File: config.mk
export PLATFORM = sky130hd
export DESIGN_NAME = gamepad_deadzone_button_edges
export DESIGN_NICKNAME = d
export VERILOG_FILES = /design/src/hw/rtl/gde_pkg.sv /design/src/hw/rtl/gamepad_deadzone_button_edges.sv
export SDC_FILE = /design/constraint.sdc
export NUM_CORES = 1
export LEC_CHECK = 0
export BUFFER_PORTS_ARGS = -buffer_cell sky130_fd_sc_hd__buf_2
export CAP_MARGIN = 20
export CORE_ASPECT_RATIO = 1.2
export CORE_UTILIZATION = 55
export CTS_CLUSTER_DIAMETER = 30
export DETAILED_ROUTE_END_ITERATION = 10
export GPL_ROUTABILITY_DRIVEN = 0
export PLACE_DENSITY_LB_ADDON = 0.12
export REMOVE_ABC_BUFFERS = 1
export SLEW_MARGIN = 10
export SYNTH_ARGS = -nofsm -noshare
export SYNTH_HDL_FRONTEND = slang
export SYNTH_SLANG_ARGS = --single-unit
File: constraint.sdc
create_clock -name clk -period 6 [get_ports clk]
set_clock_uncertainty 0.2 [all_clocks]
set_input_delay 0.6 -clock clk [delete_from_list [all_inputs] [get_ports clk]]
set_output_delay 0.6 -clock clk [all_outputs]
set_load 0.01 [all_outputs]
File: src/hw/rtl/gde_pkg.sv
// shared types and constants for the gamepad deadzone and button edge block
package gde_pkg;

    localparam int PAD_COUNT = 4;
    localparam int PAD_W = 2;
    localparam int AXIS_W = 16;
    localparam int DZ_W = 15;
    localparam int MASK_W = 24;
    localparam int CFG_IDX_W = 4;

    localparam logic [DZ_W-1:0] DEADZONE_RESET = 15'h2710;
    localparam logic [DZ_W-1:0] RANGE_RESET = 15'h7FFF;
    localparam logic [7:0] TRIGGER_LIMIT = 8'h7F;
    localparam logic [15:0] BUTTON_KEEP = 16'hF3FF;

    // derived from the reset register values
    localparam logic [DZ_W-1:0] EFF_RESET = RANGE_RESET - DEADZONE_RESET;
    localparam logic [DZ_W:0] THR_RESET = {2'b00, EFF_RESET[DZ_W-1:1]} + {1'b0, DEADZONE_RESET};

    typedef enum logic [CFG_IDX_W-1:0] {
        REG_DEADZONE  = 4'd0,
        REG_RANGE_MAX = 4'd1
    } cfg_reg_t;

    typedef enum logic [1:0] {
        LINK_NONE = 2'd0,
        LINK_UP   = 2'd1,
        LINK_DOWN = 2'd2
    } link_event_t;

    typedef enum logic [1:0] {
        FS_NONE  = 2'b00,
        FS_PLUS  = 2'b01,
        FS_MINUS = 2'b10
    } full_scale_t;

    typedef struct packed {
        logic [PAD_W-1:0]         pad;
        logic                     connected;
        logic [15:0]              raw_buttons;
        logic [7:0]               left_trigger_in;
        logic [7:0]               right_trigger_in;
        logic signed [AXIS_W-1:0] left_stick_x;
        logic signed [AXIS_W-1:0] left_stick_y;
        logic signed [AXIS_W-1:0] right_stick_x;
        logic signed [AXIS_W-1:0] right_stick_y;
    } sample_t;

    typedef struct packed {
        logic [MASK_W-1:0]        held_mask;
        logic [MASK_W-1:0]        pressed_mask;
        logic [MASK_W-1:0]        released_mask;
        logic [7:0]               left_trigger_out;
        logic [7:0]               right_trigger_out;
        logic signed [AXIS_W-1:0] adj_left_x;
        logic signed [AXIS_W-1:0] adj_left_y;
        logic signed [AXIS_W-1:0] adj_right_x;
        logic signed [AXIS_W-1:0] adj_right_y;
        logic [7:0]               full_scale_flags;
        logic [1:0]               link_event;
    } result_t;

endpackage

File: src/hw/rtl/gamepad_deadzone_button_edges.sv
// gamepad sample conditioner: deadzone removal, direction buttons, edge and link events
//
// One sample beat in, one result beat out. A sample is captured in an input
// register, conditioned by one level of compare/subtract logic and stored in
// the result register, so the block takes one sample per cycle while the
// output is not stalled. The per-pad previous-held and connection state is a
// small flop array updated as each sample moves to the result register, so
// samples of the same pad may follow each other in consecutive cycles.
// Effective range and direction threshold are recomputed when a register is
// written and take effect at that clock edge, for every sample that moves to
// the result register after it.
module gamepad_deadzone_button_edges
    import gde_pkg::*;
(
    input  logic                 clk,
    input  logic                 rst_n,
    input  logic                 cfg_wr_en,
    input  logic [CFG_IDX_W-1:0] cfg_index,
    input  logic [DZ_W-1:0]      cfg_data,
    input  logic                 in_valid,
    output logic                 in_ready,
    input  sample_t              in_data,
    output logic                 out_valid,
    input  logic                 out_ready,
    output result_t              out_data
);

    localparam int WIDE_W = AXIS_W + 2;

    logic [DZ_W-1:0] dz_reg, dz_next;
    logic [DZ_W-1:0] rmax_reg, rmax_next;
    logic [DZ_W-1:0] eff_reg, eff_next;
    logic [DZ_W:0]   thr_reg, thr_next;

    logic [MASK_W-1:0] prev_held_reg [PAD_COUNT];
    logic              was_conn_reg [PAD_COUNT];

    logic    s1_valid_reg;
    sample_t s1_data_reg;
    logic    out_valid_reg;
    result_t out_data_reg;

    logic    out_free;
    logic    s1_adv;
    logic    pad_ok;
    result_t res_next;
    logic [MASK_W-1:0] held;
    logic [MASK_W-1:0] prev;
    logic              was_conn;

    logic signed [AXIS_W-1:0] ax [4];
    logic signed [WIDE_W-1:0] ax_w [4];
    logic signed [WIDE_W-1:0] adj_w [4];
    logic signed [AXIS_W-1:0] adj [4];
    logic [1:0]               fs [4];
    logic signed [WIDE_W-1:0] thr_w, dz_w, eff_w;

    // configuration and derived thresholds
    always_comb
    begin
        dz_next = dz_reg;
        rmax_next = rmax_reg;
        if (cfg_wr_en)
        begin
            if (cfg_index == REG_DEADZONE)
                dz_next = cfg_data;
            else if (cfg_index == REG_RANGE_MAX)
                rmax_next = cfg_data;
        end
        eff_next = (rmax_next > dz_next) ? DZ_W'(rmax_next - dz_next) : '0;
        thr_next = {2'b00, eff_next[DZ_W-1:1]} + {1'b0, dz_next};
    end

    always_ff @(posedge clk or negedge rst_n)
    begin
        if (!rst_n)
        begin
            dz_reg <= DEADZONE_RESET;
            rmax_reg <= RANGE_RESET;
            eff_reg <= EFF_RESET;
            thr_reg <= THR_RESET;
        end
        else
        begin
            dz_reg <= dz_next;
            rmax_reg <= rmax_next;
            eff_reg <= eff_next;
            thr_reg <= thr_next;
        end
    end

    // pipeline flow
    assign out_free = !out_valid_reg || out_ready;
    assign s1_adv = s1_valid_reg && out_free;
    assign in_ready = !s1_valid_reg || out_free;
    assign out_valid = out_valid_reg;
    assign out_data = out_data_reg;

    assign pad_ok = (int'(s1_data_reg.pad) < PAD_COUNT);
    assign prev = prev_held_reg[s1_data_reg.pad];
    assign was_conn = was_conn_reg[s1_data_reg.pad];

    assign thr_w = WIDE_W'(signed'({1'b0, thr_reg}));
    assign dz_w = WIDE_W'(signed'({1'b0, dz_reg}));
    assign eff_w = WIDE_W'(signed'({1'b0, eff_reg}));

    assign ax[0] = s1_data_reg.left_stick_x;
    assign ax[1] = s1_data_reg.left_stick_y;
    assign ax[2] = s1_data_reg.right_stick_x;
    assign ax[3] = s1_data_reg.right_stick_y;

    always_comb
    begin
        held = '0;
        held[15:0] = s1_data_reg.raw_buttons & BUTTON_KEEP;
        held[10] = s1_data_reg.left_trigger_in > TRIGGER_LIMIT;
        held[11] = s1_data_reg.right_trigger_in > TRIGGER_LIMIT;
        for (int i = 0; i < 4; i++)
        begin
            ax_w[i] = WIDE_W'(ax[i]);
            held[16 + 2*i] = ax_w[i] > thr_w;
            held[17 + 2*i] = ax_w[i] < -thr_w;
            if (ax_w[i] > dz_w)
                adj_w[i] = ax_w[i] - dz_w;
            else if (ax_w[i] >= -dz_w)
                adj_w[i] = '0;
            else
                adj_w[i] = ax_w[i] + dz_w;
            adj[i] = adj_w[i][AXIS_W-1:0];
            // zero effective range never flags
            if (eff_reg == '0)
                fs[i] = FS_NONE;
            else if (adj_w[i] >= eff_w)
                fs[i] = FS_PLUS;
            else if (adj_w[i] <= -eff_w)
                fs[i] = FS_MINUS;
            else
                fs[i] = FS_NONE;
        end
    end

    always_comb
    begin
        res_next = '0;
        if (pad_ok)
        begin
            if (s1_data_reg.connected && !was_conn)
                res_next.link_event = LINK_UP;
            else if (!s1_data_reg.connected && was_conn)
                res_next.link_event = LINK_DOWN;
            else
                res_next.link_event = LINK_NONE;
            if (s1_data_reg.connected)
            begin
                res_next.held_mask = held;
                res_next.pressed_mask = held & ~prev;
                res_next.released_mask = prev & ~held;
                res_next.left_trigger_out = s1_data_reg.left_trigger_in;
                res_next.right_trigger_out = s1_data_reg.right_trigger_in;
                res_next.adj_left_x = adj[0];
                res_next.adj_left_y = adj[1];
                res_next.adj_right_x = adj[2];
                res_next.adj_right_y = adj[3];
                res_next.full_scale_flags = {fs[3], fs[2], fs[1], fs[0]};
            end
        end
    end

    always_ff @(posedge clk or negedge rst_n)
    begin
        if (!rst_n)
        begin
            s1_valid_reg <= 1'b0;
            out_valid_reg <= 1'b0;
            for (int i = 0; i < PAD_COUNT; i++)
            begin
                prev_held_reg[i] <= '0;
                was_conn_reg[i] <= 1'b0;
            end
        end
        else
        begin
            if (in_ready)
                s1_valid_reg <= in_valid;
            if (out_free)
                out_valid_reg <= s1_valid_reg;
            // per-pad state follows the beat into the result register
            if (s1_adv && pad_ok)
            begin
                was_conn_reg[s1_data_reg.pad] <= s1_data_reg.connected;
                prev_held_reg[s1_data_reg.pad] <= s1_data_reg.connected ? held : '0;
            end
        end
    end

    always_ff @(posedge clk)
    begin
        if (in_ready && in_valid)
            s1_data_reg <= in_data;
        if (s1_adv)
            out_data_reg <= res_next;
    end

endmodule
==> impl_metrics.csv, run 1 <==
group,metric,value,unit
status,outcome,"complete, but fails checks",
status,violations,"design-rule violations",
detailed_routing,num_vias,29400,
timing,hold_violations,0,
synthesis,synth-main-ff-cell,"edfxtp_1",
timing,timing.final.crit_share,98.96,%
power_and_ir_drop,clkPwrFrac,23.9,%
detailed_routing,drc,2,
worst_setup_path,critPathSlowestCell,"or4_4",
floorplanning,fp.dieArea,58690,µm²
global_routing,grt_pass1_vias,29310,
synthesis,yosysWarnings,0,
clock_tree,cts_buffers,77,
clock_tree,cts_max_level,3,
global_routing,grt_pass1_wl,164000,µm
timing,max_freq,0.1684,GHz
worst_setup_path,cp-end-kind,"flop",
floorplanning,io_pins,287,
detailed_routing,drtAntennaViolNets,0,
worst_setup_path,critPathLaunchType,"flop",
worst_setup_path,cp_data_arrival_time,6.23,ns
synthesis,syn_inst,3226,
worst_hold_path,hold_path_class,"in -> reg",
global_routing,grtUsageTotal,36.50,%
timing,hold_ws,0.04289,ns
placed_design,dpl_cell_area,34860,µm²
power_and_ir_drop,switching_share,43.25,%
layout,syn_to_final_growth,23.36,%
timing,period_minus_slack,5.938,ns
layout,largest_reg_flops,162,
floorplanning,die_x,221.3,µm
synthesis,synth_area,31750,µm²
clock_tree,clock_latency,0.65,ns
layout,layout_commonest_cell,"ha_1",
placed_design,hpwl,79720,µm
synthesis,ys_ff_latch,422,
synthesis,syn_area_per_cell,9.841,µm²
floorplanning,initial_core_util,55.64,%
worst_setup_path,cp.required,6.29,ns
floorplanning,die_h,265.2,µm
run,maxCapViolCount,0,
power_and_ir_drop,max-vdd-ir-drop,0.3327,mV
power_and_ir_drop,power.total,18.23,mW
timing,fin_ws,0.06227,ns
worst_setup_path,slowest_delay,0.58,ns
layout,final_cell_mix,"ha_1 (475), buf_2 (283), edfxtp_1 (259)",
placed_design,dp_slack,-0.2766,ns
synthesis,async_reset_ff_share,38.63,%
timing,setup_viol,0,
global_routing,grt_start_max_net_pins,80,
clock_tree,cts_tree,"yes",
power_and_ir_drop,powerDensity,465.5,nW/µm²
placed_design,portBuffers,284,
clock_tree,cts_max_path_buffers,3,
detailed_routing,vias_per_cell,6.424,
global_routing,antenna_found_initial,5,
timing,rsz0062_at_grt,"true",
clock_tree,clock_sinks,422,
power_and_ir_drop,p_sw,7.884,mW
timing,worst-slew-pin-transition,1.109,ns
worst_setup_path,crit_type,"reg -> reg",
timing,timing.slew.headroom,25.52,%
detailed_routing,first_pass_iters,9,
clock_tree,root_buffer,"clkbuf_16",
clock_tree,clk_pin_slew,0.06,ns
worst_setup_path,crit_fanout,5,
worst_setup_path,cpMostUsedCell,"buf_4",
power_and_ir_drop,cellLeakagePower,17.74,nW
synthesis,synth_edf_count,259,
layout,fin_nets,4381,
power_and_ir_drop,combinationalPowerShare,53.2,%
floorplanning,core_area,57050,µm²
power_and_ir_drop,power.internal,10.35,mW
layout,postLayoutCellArea,39160,µm²
detailed_routing,routedWlPerCell,24.00,µm
power_and_ir_drop,power_frac_seq,22.9,%
synthesis,ys_types,92,
synthesis,yosysSeqAreaShare,37.50,%
layout,drive_gt1_share,21.64,%
timing,slew_viol_final,0,
global_routing,grt_overflow,0,
detailed_routing,drt_iter0_drc,2774,
floorplanning,rows,96,
detailed_routing,routed_wl,109800,µm
[stage by stage]
| step | std cells | setup TNS [ns] | utilization [%] |
|---|---|---|---|
| finish | 4576 | 0 | 68.64 |
| global route | 4574 | -0.7302 | 68.63 |
| CTS | 4548 | 0 | 67.68 |
| detailed placement | 4298 | -1.181 | 61.10 |
| global placement | 4298 | -0.2744 | 61.10 |
| floorplan | 3114 | -30.50 | - |
[power by group through the flow]
stage	logic, mW	registers, mW	clock network, mW
2_1_floorplan	5.95	4.12	0
3_3_place_gp	8.56	4.15	0
3_5_place_dp	9.02	4.18	0
4_1_cts	9.20	4.14	4.39
5_1_grt	10.6	4.19	4.54
6_report	9.71	4.17	4.35
[critical path, delay by kind of cell (launching register included)]
family	cells	cell delay [ns]
DFF	1	0.40
and+or+nand+nor	6	1.53
AOI/OAI and AO/OA	13	1.97
buffers and inverters	8	1.16
adders and majority gates	2	0.49
[area by class of cell]
type,instances,area (µm²)
sequential,422,11910
tap,735,919.6
antenna,5,12.51
fill,4259,17890
inverter,206,789.5
timing repair buffer,579,3928
clock inverter,53,624.3
clock buffer,90,2026
multi-input combinational,2486,18960
[kinds of logic (layout without fill, tap and decap cells)]
logic type | count (synthesis) | after routing | share of synthesized area (%)
buf+inv | 318 | 928 | 4.020
compound gates | 928 | 928 | 19.59
simple gates | 958 | 958 | 14.98
mux | 57 | 57 | 2.905
flops | 422 | 422 | 37.50
other cells | 0 | 5 | 0
fa+ha+maj | 486 | 486 | 19.39
xor+xnor | 57 | 57 | 1.620
[timing repair]
action | 4_1_cts | 5_1_grt
gates cloned | 0 | 1
setup endpoints to repair | 4 | 11
hold buffers | 99 | 0
endpoints found under the hold margin | 175 | 0
resized for setup | 11 | 72
pin swaps | 8 | 28
setup buffers | 8 | 22
[Yosys cell counts (8+ instances only)]
| library cell | number | area share (%) |
|---|---|---|
| a31oi_1 | 28 | 0.55 |
| o31a_1 | 9 | 0.25 |
| nor3b_1 | 21 | 0.50 |
| and2_1 | 51 | 1.0 |
| mux4_2 | 25 | 1.8 |
| o31ai_1 | 12 | 0.28 |
| dfstp_2 | 38 | 3.1 |
| o21ai_0 | 206 | 3.2 |
| a31o_2 | 8 | 0.22 |
| a211oi_1 | 27 | 0.64 |
| o22ai_1 | 13 | 0.26 |
| a221oi_1 | 59 | 1.6 |
| o21bai_1 | 19 | 0.45 |
| o211a_1 | 8 | 0.25 |
| nor3_1 | 80 | 1.3 |
| nand2_1 | 229 | 2.7 |
| a2111oi_0 | 8 | 0.22 |
| inv_1 | 206 | 2.4 |
| and3_1 | 16 | 0.32 |
| xnor2_1 | 50 | 1.4 |
| o211ai_1 | 20 | 0.47 |
| o2111ai_1 | 9 | 0.25 |
| nor2b_1 | 45 | 0.89 |
| clkbuf_1 | 94 | 1.1 |
| a221o_1 | 8 | 0.25 |
| a211o_1 | 9 | 0.25 |
| dfrtp_1 | 125 | 9.9 |
| a22oi_1 | 30 | 0.71 |
| mux2_2 | 31 | 1.1 |
| nor2_1 | 253 | 3.0 |
| a21oi_1 | 215 | 3.4 |
| or2_2 | 21 | 0.41 |
| nand2b_1 | 41 | 0.81 |
| o21a_1 | 65 | 1.5 |
| o41ai_1 | 9 | 0.25 |
| edfxtp_1 | 259 | 24 |
| nand4_1 | 59 | 1.2 |
| a21o_1 | 92 | 2.2 |
| or3_1 | 16 | 0.32 |
| nand3b_1 | 8 | 0.19 |
| nor4_1 | 28 | 0.55 |
| o221ai_1 | 12 | 0.33 |
| fa_1 | 10 | 0.63 |
| nand3_1 | 58 | 0.91 |
| ha_1 | 476 | 19 |
[routing by layer]
metal	share of wire, %	GRT usage, %	vias to the layer above	routed length, µm
li1	-	-	13230	-
met1	37	42.47	14140	40810
met2	47	60.86	1580	51660
met3	8.4	6.926	454	9198
met4	7.4	25.86	0	8158
met5	0	0	-	0
[path summary, 6_finish.rpt]
path	slack, ns	start	cells after the start	end
max	0.06	dz_reg[0]	29	out_data[5]
min	0.04	cfg_data[2]	2	rmax_reg[2]
max reg2reg	0.06	dz_reg[0]	29	out_data[5]
min reg2reg	0.27	prev_held_reg[30]	2	prev_held_reg[30]
max in group asynchronous	3.94	rst_n	3	dz_reg[14]
min in group asynchronous	0.39	rst_n	2	prev_held_reg[11]
Note: power is estimated with default switching activity, not from simulation.
==> run 2: changes to the inputs <==
--- a/config.mk
+++ b/config.mk
@@ -8,10 +8,12 @@
 export BUFFER_PORTS_ARGS = -buffer_cell sky130_fd_sc_hd__buf_2
 export CAP_MARGIN = 20
 export CORE_ASPECT_RATIO = 1.2
-export CORE_UTILIZATION = 55
+export CORE_UTILIZATION = 56
+export CTS_BUF_LIST = sky130_fd_sc_hd__clkbuf_8
 export CTS_CLUSTER_DIAMETER = 30
 export DETAILED_ROUTE_END_ITERATION = 10
 export GPL_ROUTABILITY_DRIVEN = 0
+export HOLD_SLACK_MARGIN = 0.05
 export PLACE_DENSITY_LB_ADDON = 0.12
 export REMOVE_ABC_BUFFERS = 1
 export SLEW_MARGIN = 10
==> impl_metrics.csv, run 2 (same netlist as run 1, synthesis figures left out) <==
group,metric,value,unit
clock_tree,clk_pin_slew,0.06,ns
detailed_routing,routed_wl,109500,µm
layout,drive_gt1_share,21.38,%
timing,period_minus_slack,5.941,ns
worst_setup_path,cp_cell_sequence,"inv_2 > ha_4 > or4b_4 > nor3_4 > nand3_2 > nor4_4 > ha_1 > a2111oi_2 > buf_4 > nand2b_4 > a221oi_4 > o21ai_2 > a22oi_2 > clkbuf_16 > buf_4 > a221oi_1 > a21oi_1 > ha_1 > a211oi_1 > a31oi_1 > o21ai_1 > a22oi_2 > o21ai_2 > nor2_1",
detailed_routing,num_vias,29760,
placed_design,dpl.cell_count,4317,
floorplanning,initial_core_util,56.71,%
layout,seq_area,11900,µm²
clock_tree,clock_sinks,422,
clock_tree,cts_max_level,3,
floorplanning,die_x,219.4,µm
worst_setup_path,crit_type,"reg -> reg",
worst_setup_path,r2r_setup_slack,0.06,ns
timing,rsz0062_at_grt,"true",
timing,max_freq,0.1683,GHz
layout,final_cell_mix,"ha_1 (475), buf_2 (284), edfxtp_1 (259)",
power_and_ir_drop,combinationalPowerShare,56.9,%
power_and_ir_drop,cellLeakagePower,17.67,nW
layout,multi_input_area,18880,µm²
global_routing,grt_pass1_wl,163600,µm
layout,syn_to_final_growth,21.86,%
layout,stdcell_count,4608,
timing,worst-slew-pin-transition,1.172,ns
detailed_routing,first_pass_iters,9,
layout,layout_commonest_cell,"ha_1",
clock_tree,cts_tree,"yes",
timing,hold_violations,0,
layout,postLayoutCellArea,38690,µm²
status,outcome,"finished, final reports clean",
timing,setup_viol,0,
worst_setup_path,r2r_start,"dz_reg[1]",
placed_design,dpl_cell_area,35120,µm²
placed_design,portBuffers,284,
layout,fillCellCount,4231,
power_and_ir_drop,power_frac_seq,23.9,%
worst_setup_path,cp.required,6.23,ns
run,maxCapViolCount,0,
global_routing,grt_start_max_net_pins,109,
floorplanning,io_pins,287,
worst_setup_path,slowest_delay,0.51,ns
timing,slew_viol_final,0,
detailed_routing,drtAntennaViolNets,0,
floorplanning,rows,95,
global_routing,grtUsageTotal,37.28,%
detailed_routing,drt_iter0_drc,2825,
worst_setup_path,crit_fanout,8,
floorplanning,die_h,262.8,µm
power_and_ir_drop,max-vdd-ir-drop,0.3280,mV
placed_design,hpwl,81680,µm
power_and_ir_drop,switching_share,44.31,%
worst_setup_path,critPathSlowestCell,"or4b_4",
timing,timing.slew.headroom,21.25,%
clock_tree,root_buffer,"clkbuf_8",
detailed_routing,drc,0,
floorplanning,fp.dieArea,57650,µm²
power_and_ir_drop,p_sw,7.670,mW
worst_setup_path,cp-end-kind,"flop",
global_routing,antenna_found_initial,5,
worst_setup_path,critPathLaunchType,"flop",
timing,timing.final.crit_share,99.02,%
power_and_ir_drop,clkPwrFrac,19.2,%
worst_setup_path,r2r_cells,24,
layout,largest_reg_flops,162,
global_routing,grt_overflow,0,
power_and_ir_drop,power.internal,9.641,mW
worst_setup_path,timing.rr.end,"out_data[4]",
detailed_routing,routedWlPerCell,23.76,µm
layout,fin_nets,4416,
clock_tree,clock_latency,0.73,ns
worst_setup_path,cp_data_arrival_time,6.17,ns
power_and_ir_drop,powerDensity,447.5,nW/µm²
clock_tree,cts_max_path_buffers,3,
floorplanning,core_area,55980,µm²
detailed_routing,vias_per_cell,6.457,
worst_hold_path,hold_path_class,"in -> async",
clock_tree,cts_buffers,83,
global_routing,grt_pass1_vias,29420,
## run 2: cell types whose count changed in the layout (fill, tap and decap cells not counted), sizes merged
| cell | before | now |
|---|---|---|
| dlygate4sd3 | 99 | 115 |
| diode | 5 | 4 |
| buf | 479 | 492 |
| clkinvlp | 12 | 9 |
| clkinv | 29 | 21 |
| bufinv | 5 | 11 |
| inv | 213 | 230 |
## run 2: cell type report
| class | instances | share of cell area, % |
|---|---|---|
| Clock inverter | 65 | 1.824 |
| Antenna cell | 4 | 0.02587 |
| Sequential cell | 422 | 30.77 |
| Multi-Input combinational cell | 2486 | 48.79 |
| Timing Repair Buffer | 608 | 11.03 |
| Inverter | 206 | 2.012 |
| Tap cell | 727 | 2.351 |
| Clock buffer | 90 | 3.202 |
## run 2: power by group through the flow
stage                     Sequential [mW]  Clock [mW]  Combinational, mW
after floorplan                      4.12           0               5.95
after global placement               4.14           0               8.67
after CTS                            4.12        3.37               9.30
after global routing                 4.17        3.50               10.7
after detailed placement             4.17           0               9.15
final                                4.14        3.32               9.85
## run 2: worst max-delay path: cells and delay by family, from the launching register on
kind	cells	cell delay, ns
compound gates	11	2.37
simple gates	6	1.27
fa+ha+maj	3	0.78
buf+inv	4	0.65
flops	1	0.40
## run 2: repair_timing
action                     in CTS  in global routing
setup endpoints to repair       4                 13
gates resized for setup         8                 59
hold endpoints to repair      210                  0
pin swaps                       2                 38
hold buffers                  115                  0
gates cloned                    0                  1
setup buffers                   1                 13
## run 2: metrics by stage
step	TNS, ns	util [%]	setup slack [ns]	hold slack (ns)	power [mW]
3_5_place_dp	-0.4641	62.72	-0.1085	0.2660	13.31
2_1_floorplan	-30.50	-	-0.8753	0.1044	10.07
6_report	0	69.10	0.05869	0.1086	17.31
5_1_grt	-0.1567	69.10	-0.07233	0.1067	18.34
4_1_cts	-0.02908	68.31	-0.02908	0.05860	16.78
3_3_place_gp	0	62.72	0.01290	0.2566	12.80
## run 2: worst max-delay path by stage
stage                 startpoint                end  slack [ns]  depth (start not counted)
finish                 dz_reg[1]        out_data[4]        0.06                         24
global route           dz_reg[1]        out_data[5]       -0.07                         25
CTS                    dz_reg[0]        out_data[5]       -0.03                         24
detailed placement  cfg_index[1]        thr_reg[15]       -0.11                         26
global placement    cfg_index[1]        thr_reg[15]        0.01                         25
floorplan              out_ready  prev_held_reg[41]       -0.88                          6
## run 2: metal layers
metal  wire length [µm]  track usage [%]  part of all wire [%]  up-vias
met2              51150            60.71                    47     1750
li1                   -                -                     -    13300
met5                 13                0                 0.012        -
met1              40740            44.64                    37    14180
met3               9010            6.053                   8.2      520
met4               8563            26.28                   7.8        2
